===== src/design/i2cmbe_pkg.sv =====
// ============================================================================
// i2cmbe_pkg
// Shared types and constants for the tick-driven I2C master byte engine.
// ============================================================================
package i2cmbe_pkg;

    localparam int TICK_COUNTER_BITS_DEF = 16;

    localparam int CFG_IDX_W  = 3;
    localparam int CFG_DATA_W = 16;

    localparam logic [CFG_IDX_W-1:0] CFG_SETUP     = 3'd0;
    localparam logic [CFG_IDX_W-1:0] CFG_BIT_HALF  = 3'd1;
    localparam logic [CFG_IDX_W-1:0] CFG_ACK_HALF  = 3'd2;
    localparam logic [CFG_IDX_W-1:0] CFG_ACK_CHECK = 3'd3;
    localparam logic [CFG_IDX_W-1:0] CFG_ACK_TMO   = 3'd4;

    localparam logic [15:0] SETUP_RST     = 16'd4;
    localparam logic [15:0] BIT_HALF_RST  = 16'd5;
    localparam logic [15:0] ACK_HALF_RST  = 16'd2;
    localparam logic [15:0] ACK_CHECK_RST = 16'd1;
    localparam logic [7:0]  ACK_TMO_RST   = 8'd250;

    localparam logic [2:0] MODE_TICK  = 3'd0;
    localparam logic [2:0] MODE_START = 3'd1;
    localparam logic [2:0] MODE_STOP  = 3'd2;
    localparam logic [2:0] MODE_WRITE = 3'd3;
    localparam logic [2:0] MODE_READ  = 3'd4;

    localparam logic [3:0] BITS_PER_BYTE = 4'd8;

    typedef enum logic [14:0] {
        PH_IDLE    = 15'b000000000000001,
        PH_ST1     = 15'b000000000000010,
        PH_ST2     = 15'b000000000000100,
        PH_SP1     = 15'b000000000001000,
        PH_SP2     = 15'b000000000010000,
        PH_SP3     = 15'b000000000100000,
        PH_WB_LO   = 15'b000000001000000,
        PH_WB_HI   = 15'b000000010000000,
        PH_WA_LO   = 15'b000000100000000,
        PH_WA_HI   = 15'b000001000000000,
        PH_WA_POLL = 15'b000010000000000,
        PH_RB_LO   = 15'b000100000000000,
        PH_RB_HI   = 15'b001000000000000,
        PH_RA_LO   = 15'b010000000000000,
        PH_RA_HI   = 15'b100000000000000
    } t_phase;

    typedef struct packed {
        logic [15:0] setup_ticks;
        logic [15:0] bit_half_ticks;
        logic [15:0] ack_half_ticks;
        logic [15:0] ack_check_ticks;
        logic [7:0]  ack_timeout;
    } t_cfg;

    typedef struct packed {
        logic       scl_level;
        logic       sda_level;
        logic       sda_drive;
        logic       busy_res;
        logic       done_res;
        logic [7:0] rx_byte;
        logic       nack_seen;
    } t_result;

endpackage


===== src/design/i2cmbe_core.sv =====
// ============================================================================
// i2cmbe_core
// Bus phase sequencer: state registers and the per-tick next-state logic.
// ============================================================================
module i2cmbe_core
    import i2cmbe_pkg::*;
#(
    parameter int TICK_COUNTER_BITS = TICK_COUNTER_BITS_DEF
) (
    input  logic       i_clk,
    input  logic       i_rst_n,
    input  logic       i_step,
    input  t_cfg       i_cfg,
    input  logic [2:0] i_mode,
    input  logic [7:0] i_tx_byte,
    input  logic       i_ack_to_send,
    input  logic       i_sda_in,
    output t_result    o_result
);

    localparam int TW = TICK_COUNTER_BITS;
    localparam int HW = (TW < 16) ? TW : 16;
    localparam logic [TW-1:0] ONE = TW'(1);

    t_phase        r_phase,   n_phase;
    logic [3:0]    r_bit_cnt, n_bit_cnt;
    logic [7:0]    r_tx,      n_tx;
    logic [7:0]    r_rx,      n_rx;
    logic [TW-1:0] r_wait,    n_wait;
    logic [7:0]    r_tmo,     n_tmo;
    logic          r_ack,     n_ack;
    logic          r_nack,    n_nack;
    logic          r_scl,     n_scl;
    logic          r_sda,     n_sda;
    logic          r_drv,     n_drv;
    logic          done;
    logic [3:0]    bit_inc;

    logic [TW-1:0] h_setup, h_bit, h_ack_half, h_ack_chk;

    function automatic logic [TW-1:0] hold_of(input logic [15:0] v);
        logic [TW-1:0] m;
        m = TW'(v[HW-1:0]);
        return (m == '0) ? ONE : m;
    endfunction

    assign h_setup    = hold_of(i_cfg.setup_ticks);
    assign h_bit      = hold_of(i_cfg.bit_half_ticks);
    assign h_ack_half = hold_of(i_cfg.ack_half_ticks);
    assign h_ack_chk  = hold_of(i_cfg.ack_check_ticks);
    assign bit_inc    = r_bit_cnt + 4'd1;

    always_comb begin
        n_phase   = r_phase;
        n_bit_cnt = r_bit_cnt;
        n_tx      = r_tx;
        n_rx      = r_rx;
        n_wait    = r_wait;
        n_tmo     = r_tmo;
        n_ack     = r_ack;
        n_nack    = r_nack;
        n_scl     = r_scl;
        n_sda     = r_sda;
        n_drv     = r_drv;
        done      = 1'b0;

        if (r_phase == PH_IDLE) begin
            case (i_mode)
                MODE_START: begin
                    n_drv = 1'b1; n_sda = 1'b1; n_scl = 1'b1;
                    n_wait = h_setup; n_phase = PH_ST1;
                end
                MODE_STOP: begin
                    n_drv = 1'b1; n_scl = 1'b0; n_sda = 1'b0;
                    n_wait = h_setup; n_phase = PH_SP1;
                end
                MODE_WRITE: begin
                    n_nack = 1'b0; n_drv = 1'b1; n_scl = 1'b0;
                    n_bit_cnt = '0;
                    n_sda = i_tx_byte[7];
                    n_tx = {i_tx_byte[6:0], 1'b0};
                    n_wait = h_bit; n_phase = PH_WB_LO;
                end
                MODE_READ: begin
                    n_drv = 1'b0; n_sda = 1'b1; n_scl = 1'b0;
                    n_bit_cnt = '0; n_ack = i_ack_to_send;
                    n_wait = h_bit; n_phase = PH_RB_LO;
                end
                default: begin
                end
            endcase
        end else if (r_phase == PH_WA_POLL) begin
            if (!i_sda_in) begin
                n_scl = 1'b0; n_nack = 1'b0;
                n_phase = PH_IDLE; done = 1'b1;
            end else if (r_tmo >= i_cfg.ack_timeout) begin
                n_nack = 1'b1;
                n_drv = 1'b1; n_scl = 1'b0; n_sda = 1'b0;
                n_wait = h_setup; n_phase = PH_SP1;
            end else begin
                n_tmo = r_tmo + 8'd1;
            end
        end else if (r_wait > ONE) begin
            n_wait = r_wait - ONE;
        end else begin
            case (r_phase)
                PH_ST1: begin
                    n_sda = 1'b0; n_wait = h_setup; n_phase = PH_ST2;
                end
                PH_ST2: begin
                    n_scl = 1'b0; n_phase = PH_IDLE; done = 1'b1;
                end
                PH_SP1: begin
                    n_scl = 1'b1; n_wait = h_setup; n_phase = PH_SP2;
                end
                PH_SP2: begin
                    n_sda = 1'b1; n_wait = h_setup; n_phase = PH_SP3;
                end
                PH_SP3: begin
                    n_phase = PH_IDLE; done = 1'b1;
                end
                PH_WB_LO: begin
                    n_scl = 1'b1; n_wait = h_bit; n_phase = PH_WB_HI;
                end
                PH_WB_HI: begin
                    n_scl = 1'b0; n_bit_cnt = bit_inc;
                    if (bit_inc >= BITS_PER_BYTE) begin
                        n_drv = 1'b0; n_sda = 1'b1;
                        n_wait = h_ack_chk; n_phase = PH_WA_LO;
                    end else begin
                        n_sda = r_tx[7]; n_tx = {r_tx[6:0], 1'b0};
                        n_wait = h_bit; n_phase = PH_WB_LO;
                    end
                end
                PH_WA_LO: begin
                    n_scl = 1'b1; n_wait = h_ack_chk; n_phase = PH_WA_HI;
                end
                PH_WA_HI: begin
                    n_tmo = '0; n_phase = PH_WA_POLL;
                end
                PH_RB_LO: begin
                    n_scl = 1'b1; n_rx = {r_rx[6:0], i_sda_in};
                    n_wait = h_bit; n_phase = PH_RB_HI;
                end
                PH_RB_HI: begin
                    n_scl = 1'b0; n_bit_cnt = bit_inc;
                    if (bit_inc >= BITS_PER_BYTE) begin
                        n_drv = 1'b1; n_sda = ~r_ack;
                        n_wait = h_ack_half; n_phase = PH_RA_LO;
                    end else begin
                        n_wait = h_bit; n_phase = PH_RB_LO;
                    end
                end
                PH_RA_LO: begin
                    n_scl = 1'b1; n_wait = h_ack_half; n_phase = PH_RA_HI;
                end
                PH_RA_HI: begin
                    n_scl = 1'b0; n_phase = PH_IDLE; done = 1'b1;
                end
                default: begin
                    n_phase = PH_IDLE;
                end
            endcase
        end
    end

    always_ff @(posedge i_clk) begin
        if (!i_rst_n) begin
            r_phase   <= PH_IDLE;
            r_bit_cnt <= '0;
            r_tx      <= '0;
            r_rx      <= '0;
            r_wait    <= '0;
            r_tmo     <= '0;
            r_ack     <= 1'b0;
            r_nack    <= 1'b0;
            r_scl     <= 1'b1;
            r_sda     <= 1'b1;
            r_drv     <= 1'b1;
        end else if (i_step) begin
            r_phase   <= n_phase;
            r_bit_cnt <= n_bit_cnt;
            r_tx      <= n_tx;
            r_rx      <= n_rx;
            r_wait    <= n_wait;
            r_tmo     <= n_tmo;
            r_ack     <= n_ack;
            r_nack    <= n_nack;
            r_scl     <= n_scl;
            r_sda     <= n_sda;
            r_drv     <= n_drv;
        end
    end

    always_comb begin
        o_result.scl_level = n_scl;
        o_result.sda_level = n_sda;
        o_result.sda_drive = n_drv;
        o_result.busy_res  = (n_phase != PH_IDLE);
        o_result.done_res  = done;
        o_result.rx_byte   = n_rx;
        o_result.nack_seen = n_nack;
    end

    ap_bit_cnt_range: assert property (@(posedge i_clk) disable iff (!i_rst_n)
        r_bit_cnt <= BITS_PER_BYTE)
        else $error("bit counter beyond one byte");

    ap_poll_released: assert property (@(posedge i_clk) disable iff (!i_rst_n)
        (r_phase == PH_WA_POLL) |-> (!r_drv && r_scl))
        else $error("ACK poll without released SDA and high SCL");

    ap_idle_wait: assert property (@(posedge i_clk) disable iff (!i_rst_n)
        (r_phase != PH_IDLE && r_phase != PH_WA_POLL) |-> (r_wait != '0))
        else $error("active phase with zero hold count");

endmodule


===== src/design/i2c_master_byte_engine_unit.sv =====
// ============================================================================
// i2c_master_byte_engine_unit
// Tick-driven I2C master: START, STOP, byte write with ACK poll, byte read.
// ============================================================================
// Each accepted input transaction is one bus timing tick and yields exactly one
// result transaction with the SCL/SDA drive levels and status after that tick.
// The engine takes one transaction per clock unless the result is stalled: the
// phase sequencer updates in a single pass and the result lands in an output
// register in the cycle after acceptance, so throughput is one tick per cycle
// while the result side takes one per cycle. A command in mode is only taken on
// a tick where the engine is idle. Hold times are counted in ticks, not clocks.
module i2c_master_byte_engine_unit
    import i2cmbe_pkg::*;
#(
    parameter int TICK_COUNTER_BITS = TICK_COUNTER_BITS_DEF
) (
    input  logic                  i_clk,
    input  logic                  i_rst_n,
    input  logic                  i_cfg_we,
    input  logic [CFG_IDX_W-1:0]  i_cfg_idx,
    input  logic [CFG_DATA_W-1:0] i_cfg_data,
    input  logic                  i_in_valid,
    output logic                  o_in_ready,
    input  logic [2:0]            i_mode,
    input  logic [7:0]            i_tx_byte,
    input  logic                  i_ack_to_send,
    input  logic                  i_sda_in,
    output logic                  o_out_valid,
    input  logic                  i_out_ready,
    output logic                  o_scl_level,
    output logic                  o_sda_level,
    output logic                  o_sda_drive,
    output logic                  o_busy_res,
    output logic                  o_done_res,
    output logic [7:0]            o_rx_byte,
    output logic                  o_nack_seen
);

    t_cfg    r_cfg;
    t_result r_res, n_res;
    logic    r_out_valid;
    logic    accept;

    assign o_in_ready = !r_out_valid || i_out_ready;
    assign accept     = i_in_valid && o_in_ready;

    always_ff @(posedge i_clk) begin
        if (!i_rst_n) begin
            r_cfg.setup_ticks     <= SETUP_RST;
            r_cfg.bit_half_ticks  <= BIT_HALF_RST;
            r_cfg.ack_half_ticks  <= ACK_HALF_RST;
            r_cfg.ack_check_ticks <= ACK_CHECK_RST;
            r_cfg.ack_timeout     <= ACK_TMO_RST;
        end else if (i_cfg_we) begin
            case (i_cfg_idx)
                CFG_SETUP:     r_cfg.setup_ticks     <= i_cfg_data;
                CFG_BIT_HALF:  r_cfg.bit_half_ticks  <= i_cfg_data;
                CFG_ACK_HALF:  r_cfg.ack_half_ticks  <= i_cfg_data;
                CFG_ACK_CHECK: r_cfg.ack_check_ticks <= i_cfg_data;
                CFG_ACK_TMO:   r_cfg.ack_timeout     <= i_cfg_data[7:0];
                default: begin
                end
            endcase
        end
    end

    i2cmbe_core #(
        .TICK_COUNTER_BITS(TICK_COUNTER_BITS)
    ) u_core (
        .i_clk        (i_clk),
        .i_rst_n      (i_rst_n),
        .i_step       (accept),
        .i_cfg        (r_cfg),
        .i_mode       (i_mode),
        .i_tx_byte    (i_tx_byte),
        .i_ack_to_send(i_ack_to_send),
        .i_sda_in     (i_sda_in),
        .o_result     (n_res)
    );

    always_ff @(posedge i_clk) begin
        if (!i_rst_n) begin
            r_out_valid <= 1'b0;
        end else if (accept) begin
            r_out_valid <= 1'b1;
        end else if (i_out_ready) begin
            r_out_valid <= 1'b0;
        end
    end

    always_ff @(posedge i_clk) begin
        if (accept) begin
            r_res <= n_res;
        end
    end

    assign o_out_valid = r_out_valid;
    assign o_scl_level = r_res.scl_level;
    assign o_sda_level = r_res.sda_level;
    assign o_sda_drive = r_res.sda_drive;
    assign o_busy_res  = r_res.busy_res;
    assign o_done_res  = r_res.done_res;
    assign o_rx_byte   = r_res.rx_byte;
    assign o_nack_seen = r_res.nack_seen;

    ap_done_not_busy: assert property (@(posedge i_clk) disable iff (!i_rst_n)
        o_out_valid |-> !(o_done_res && o_busy_res))
        else $error("done and busy in the same result");

    ap_released_high: assert property (@(posedge i_clk) disable iff (!i_rst_n)
        (o_out_valid && !o_sda_drive) |-> o_sda_level)
        else $error("released SDA reported low");

    ap_rose_after_accept: assert property (@(posedge i_clk) disable iff (!i_rst_n)
        $rose(o_out_valid) |-> $past(i_in_valid && o_in_ready))
        else $error("result without an accepted transaction");

    ap_stall_blocks: assert property (@(posedge i_clk) disable iff (!i_rst_n)
        (o_out_valid && !i_out_ready) |-> !o_in_ready)
        else $error("input taken while result stalled");

endmodule

===== config.mk =====
export PLATFORM = sky130hd
export DESIGN_NAME = i2c_master_byte_engine_unit
export DESIGN_NICKNAME = d
export VERILOG_FILES = /design/src/design/i2cmbe_pkg.sv /design/src/design/i2cmbe_core.sv /design/src/design/i2c_master_byte_engine_unit.sv
export SDC_FILE = /design/constraint.sdc
export NUM_CORES = 1
export LEC_CHECK = 0
export BUFFER_PORTS_ARGS = -buffer_cell sky130_fd_sc_hd__clkbuf_2
export CORE_MARGIN = 1.5
export CORE_UTILIZATION = 35
export DETAILED_ROUTE_END_ITERATION = 7
export SLEW_MARGIN = 15
export SYNTH_ARGS = -nofsm -noshare
export SYNTH_HDL_FRONTEND = slang
export SYNTH_SLANG_ARGS = --single-unit

===== constraint.sdc =====
create_clock -name i_clk -period 3.5 [get_ports i_clk]
set_input_delay 0.525 -clock i_clk [delete_from_list [all_inputs] [get_ports i_clk]]
set_output_delay 0.525 -clock i_clk [all_outputs]
set_load 0.03 [all_outputs]

======== Word-level counts from Yosys, hierarchy flattened ========
Cells that the tools add are included.
W data, S select, Z words.
operators by class
  magnitude comparators ................... 3
  eq/ne operators ......................... 35
  multiplexer cells ....................... 78
  add/sub/neg operators ................... 3
  reduce and logical (&&, ||, !) cells .... 34
  bitwise gates (word level) .............. 2
operators with widths
  kind                     number
  $mux W16                 11
  $pmux W15 S10            1
  $mux W8                  15
  $pmux W16 S6             1
  $mux W15                 5
  $logic_not A16 Y1        4
  $pmux W15 S4             1
  $pmux W16 S2             1
  $mux W1                  30
  $mux W4                  5
  $gt A16 B1 Y1 const B    1
  $sub A16 B1 Y16 const B  1
  $eq A15 B1 Y1 const B    1
  $eq A15 B10 Y1 const B   1
  $eq A15 B11 Y1 const B   1
  $eq A15 B12 Y1 const B   1
  $eq A15 B13 Y1 const B   1
  $eq A15 B14 Y1 const B   1
  $eq A15 B15 Y1 const B   1
  $eq A15 B2 Y1 const B    1
  $eq A15 B3 Y1 const B    1
  $eq A15 B4 Y1 const B    1
  $eq A15 B5 Y1 const B    1
  $eq A15 B6 Y1 const B    1
  35 further kinds         67
word-level totals
  output and inout bits ................... 16
  bits of input ports ..................... 37
  logic and storage cells ................. 179
  register bits ........................... 151

======== Depth between registers and ports, before layout ========
  word-level depth ........................ 8
  depth in mapped cells ................... 12
  depth with buffers taken out ............ 9

======== Hierarchy ========
Synthesis repeated with hierarchy kept, for this count alone.
second synthesis, totals
  cell total of the unflattened synthesis .. 1004
  area total of the unflattened synthesis .. 8310.5 µm²
modules (own cells, without submodules)
  module                       cells each  seq. area each (µm²)  area an instance (µm²)  times used
  i2cmbe_core                  720         1261.2                5111.2                  1
  i2c_master_byte_engine_unit  284         1881.8                3199.3                  1

======== Least setup slack after synthesis ========
OpenSTA, ideal clock, no wires.
  kind .................................... register -> register
  start point ............................. register u_core.r_tmo[0]
  end point ............................... register r_res, in the netlist o_busy_res, data pin
  arrival time ............................ 2.764 ns
  buffers on the path ..................... 0
  period minus slack after synthesis ...... 3.036 ns
  stages on the path, launching flop included .. 10
  required time ........................... 3.228 ns
  library setup time ...................... 0.272 ns
  slack ................................... 0.464 ns
  path through ............................ dfxtp_1 inv_1 ha_1 nand2b_1 a211o_1 a2111oi_2 nor2_1 a31o_2 a2111o_1 or4_1
RTL lines
  what                    line                               text
  from (decl)             i2cmbe_core.sv:30                  logic [7:0] r_tmo, n_tmo;
  from (signal assigned)  i2cmbe_core.sv:186                 r_tmo <= n_tmo;
  to (signal assigned)    i2c_master_byte_engine_unit.sv:93  r_res <= n_res;
  to (decl)               i2c_master_byte_engine_unit.sv:40  t_result r_res, n_res;

==> impl_table.tex <==
\begin{tabular}{lr}
\hline
Metric & Value \\
\hline
\multicolumn{2}{l}{\textbf{Status}} \\
\quad Status & complete, no violations \\
\multicolumn{2}{l}{\textbf{Timing}} \\
\quad Setup violation total in the final timing report & 0 \\
\quad Final WS setup & 0.277 ns \\
\quad Slew at the pin closest to its max-slew limit & approximately 0.72 ns \\
\quad Peak Freq & $\sim$310 MHz \\
\quad Min Tclk post-route & 3.22 ns \\
\quad Count of final hold-check violations & 0 \\
\quad Final sum of negative setup slack & 0 ns \\
\quad Max-slew violation total from the final report & 0 \\
\quad Headroom to the max-slew limit & approximately 51\% \\
\quad Largest clock skew in the final design & between 0.01 and 0.015 ns \\
\quad Unrepaired setup endpoints after global routing & false \\
\quad Tcrit/Tclk final & about 92\% \\
\multicolumn{2}{l}{\textbf{Setup path}} \\
\quad Critical Path Stages & 9 \\
\quad Worst EP required & 3.67 ns \\
\quad Cell at the slowest stage of the critical path & or4\_1 \\
\quad Worst reg2reg endpoint & o\_busy\_res \\
\quad Register-to-register path setup slack & between 0.2 and 0.3 ns \\
\quad CP Launch Point & u\_core.r\_tmo[0] \\
\quad Critical path buffer and inverter count & 1 \\
\quad Element type at the critical path end & flip-flop \\
\quad Critical path capture point & o\_busy\_res \\
\quad Start of the worst register-to-register path & u\_core.r\_tmo[0] \\
\quad Critical path peak fanout & 6 \\
\quad Top delay family on crit path & compound AO/OA/AOI/OAI gates \\
\quad Startpoint types & flip-flop \\
\quad Delay contributed by the slowest stage of the critical path & 0.50 ns \\
\quad Worst Path Class, Setup & flip-flop to flip-flop \\
\quad Number of cells traversed by the worst register-to-register path & 9 \\
\quad Ordered cell list for the critical path & inv\_1, ha\_1, nand2b\_1, a211o\_1, a2111oi\_2, nor2\_1, a31o\_2, a2111o\_1, or4\_1 \\
\quad CP Data Arrival Time & about 3.4 ns \\
\multicolumn{2}{l}{\textbf{Cells and area}} \\
\quad Net count, final & about 1,100 \\
\quad Final design area excluding fillers & about 9600 um\^{}2 \\
\quad Area growth, synth to finish & 16.7\% \\
\quad Final antenna diode count & 0 \\
\quad Fraction of layout instances using a drive strength above 1 & 15.5\% \\
\quad Count of filler cells inserted in the layout & about 2,400 \\
\multicolumn{2}{l}{\textbf{Logic synthesis}} \\
\quad Post-synth top area cell & dfxtp\_1 \\
\quad Cells after Synth & 1,039 \\
\quad Most frequent cell after synthesis & nand2\_1 \\
\quad Mapped cell area & 8220 um\^{}2 \\
\quad Number of library cell types mapped by synthesis & 80 \\
\quad Most frequently used flop master after synthesis & dfxtp\_1 \\
\quad Most area-consuming cells after synthesis & dfxtp\_1, nand2\_1, a21oi\_1, edfxtp\_1, nor2\_1 \\
\quad Synthesis-stage register bit count & 150 \\
\quad Asr flop ratio synth & 0\% \\
\quad Share of Yosys cell area claimed by the top area cell type & between 30\% and 40\% \\
\quad Syn Nets & approximately 1,100 \\
\quad Share of synthesized area occupied by flip-flops and latches & approximately two fifths \\
\quad List of most frequent post-synthesis cells & nand2\_1, dfxtp\_1, a21oi\_1, nor2\_1, clkbuf\_1 \\
\quad Post-synthesis area per instance & about 7.9 um\^{}2 \\
\quad Warnings, synthesis & 0 \\
\quad Post-synth EDFFs & 14 \\
\multicolumn{2}{l}{\textbf{Clock tree}} \\
\quad CTS Hold Bufs & 0 \\
\quad Clock tree from TritonCTS & done \\
\quad Clock sinks & 150 \\
\quad TritonCTS Buffers & 17 \\
\quad CTS clk-pin slew, worst paths & 0.06 ns \\
\quad Number of resized instances in the post-cts repair step & 0 \\
\quad Clock Latency Late Sink & 0.44 ns \\
\quad Buffer count from post-CTS setup fixing & 0 \\
\quad Root Buffer Master & clkbuf\_16 \\
\quad Level count of the clock H-tree & 4 \\
\quad Bufs on Longest Clock Path & 2 \\
\multicolumn{2}{l}{\textbf{Worst hold path}} \\
\quad Path category of the worst min-delay check & input port to flip-flop \\
\multicolumn{2}{l}{\textbf{Floorplan}} \\
\quad Die ar. & about 24,000 um\^{}2 \\
\quad Horizontal extent of the die & 156 um \\
\quad Core area & approximately 23,000 um\^{}2 \\
\quad I/O Pins & 53 \\
\quad Die H & $\sim$160 um \\
\quad Effective utilization at floorplan & 36.0\% \\
\quad Placement Rows & 55 \\
\multicolumn{2}{l}{\textbf{Route}} \\
\quad Antenna violation net count after detailed routing & 0 \\
\quad Number of DRC markers in iteration 0 & 809 \\
\quad Post-DR wirelength/cell & 19.4 um \\
\quad Number of DRC violations after detailed routing & 0 \\
\quad Total wire length & 27,400 um \\
\quad Vias per cell & 5.70 \\
\quad Initial DRT Pass Iterations & 7 \\
\quad Total via count in the routed design & just over 8,000 \\
\multicolumn{2}{l}{\textbf{Global routing}} \\
\quad Largest net degree at the start of global routing & 62 \\
\quad GR Util met2 & approximately 36\% \\
\quad Global-route track usage on met3 & around 4.5\% \\
\quad Overall Global Routing Usage & roughly 23\% \\
\quad Residual overflow from global routing & 0 \\
\quad Initial antenna violation count & 0 \\
\quad First-pass GRT wire length & 43,000 um \\
\quad Met1 Usage GRT & 29.8\% \\
\quad Busiest grt layer & met2 \\
\quad Via count of the first global-routing pass & about 7,600 \\
\multicolumn{2}{l}{\textbf{Place}} \\
\quad Number of buffers inserted by port buffering & 52 \\
\quad Total cell area at the placement stage & 8970 um\^{}2 \\
\quad Worst setup slack before clock tree synthesis & about 0.33 ns \\
\quad RD Place Congestion & about 1.0 \\
\quad HPWL Detailed & 20,500 um \\
\multicolumn{2}{l}{\textbf{Pwr}} \\
\quad Pwr per Cell Area & just over 500 nW/um\^{}2 \\
\quad Design Power & between 4 and 5 mW \\
\quad Leakage & 3.70 nW \\
\quad Worst VDD drop & 0.347 mV \\
\multicolumn{2}{l}{\textbf{Run}} \\
\quad Max capacitance violation total & 0 \\
\hline
\end{tabular}
## cell type report
| cell class | instances | area [um^2] | area share [%] |
|---|---|---|---|
| Clock buffer | 21 | 492 | 5.13 |
| Clock inverter | 11 | 130 | 1.36 |
| Inverter | 15 | 56.3 | 0.587 |
| Multi-Input combinational cell | 806 | 4750 | 49.5 |
| Sequential cell | 150 | 3140 | 32.8 |
| Tap cell | 313 | 392 | 4.08 |
| Timing Repair Buffer | 98 | 631 | 6.57 |
## how the worst min path moves through the flow
stage	cells after the start	startpoint	to	slack, ns
after floorplan	2	u_core.r_nack	u_core.r_nack	0.44
after detailed placement	2	r_cfg[2]	r_cfg[2]	0.46
after CTS	3	i_in_valid	o_out_valid	0.30
after global placement	2	r_cfg[2]	r_cfg[2]	0.45
final	3	i_in_valid	o_out_valid	0.32
after global routing	3	i_in_valid	o_out_valid	0.32
## where the power goes
group / switching (mW) / internal [mW] / total, mW
registers: 0.0805 / 1.82 / 1.90
clock network: 0.821 / 1.11 / 1.93
logic: 0.624 / 0.389 / 1.01
## cells in the final DEF (no fill, tap or decap), types with 6 or more instances in the layout
cell type,count
xnor2_1,16
a21oi_1,91
nand2b_1,19
a22oi_1,9
a22o_1,9
or2_2,6
o211ai_1,12
or3_1,11
or4_1,8
nor2_1,67
xor2_1,8
mux2_2,11
ha_1,12
mux2i_1,19
o211a_1,9
nand2_1,219
o21ai_0,45
dfxtp_1,136
inv_1,14
clkbuf_2,52
buf_4,44
edfxtp_1,14
and4_1,6
nand3_1,31
nor3_1,21
a31oi_1,16
nor4_1,28
and3_1,11
clkbuf_16,18
o22ai_1,6
nand4_1,12
## tightest hold or removal path: cells and delay by family
family                 cells  cell delay (ns)
AO/OA/AOI/OAI              1             0.05
buffers and inverters      2             0.13
## state kept, by name (all words and copies together), names as in the netlist, 4 cells and up
| name | flops |
|---|---|
| o_rx_byte | 8 |
| r_cfg | 72 |
| u_core.r_bit_cnt | 4 |
| u_core.r_phase | 15 |
| u_core.r_rx | 8 |
| u_core.r_tmo | 8 |
| u_core.r_tx | 7 |
| u_core.r_wait | 16 |
## kinds of logic (layout without fill, tap and decap cells)
kind of cell,after synthesis,in the layout,share of synthesized area (%)
AOI/OAI and AO/OA,264,264,21.5
xor gates and xnor gates,24,24,2.56
adders and majority gates,12,12,1.83
DFF,150,150,38.2
muxes,30,30,3.82
buffers and inverters,83,145,3.97
and+or+nand+nor,476,476,28.1
## stage by stage
stage | hold WS, ns | cells | utilization, %
CTS | 0.304 | 1414 | 42.0
finish | 0.319 | 1414 | 42.0
global placement | 0.448 | 1382 | 39.3
floorplan | 0.436 | 1039 | -
global route | 0.318 | 1414 | 42.0
detailed placement | 0.462 | 1382 | 39.3
## metal layers
metal	up-vias	wire length (um)
met4	0	1080
met1	3794	12400
met2	321	12300
met3	73	1730
met5	-	0
li1	3876	-
(Power assumes the default switching activity.)
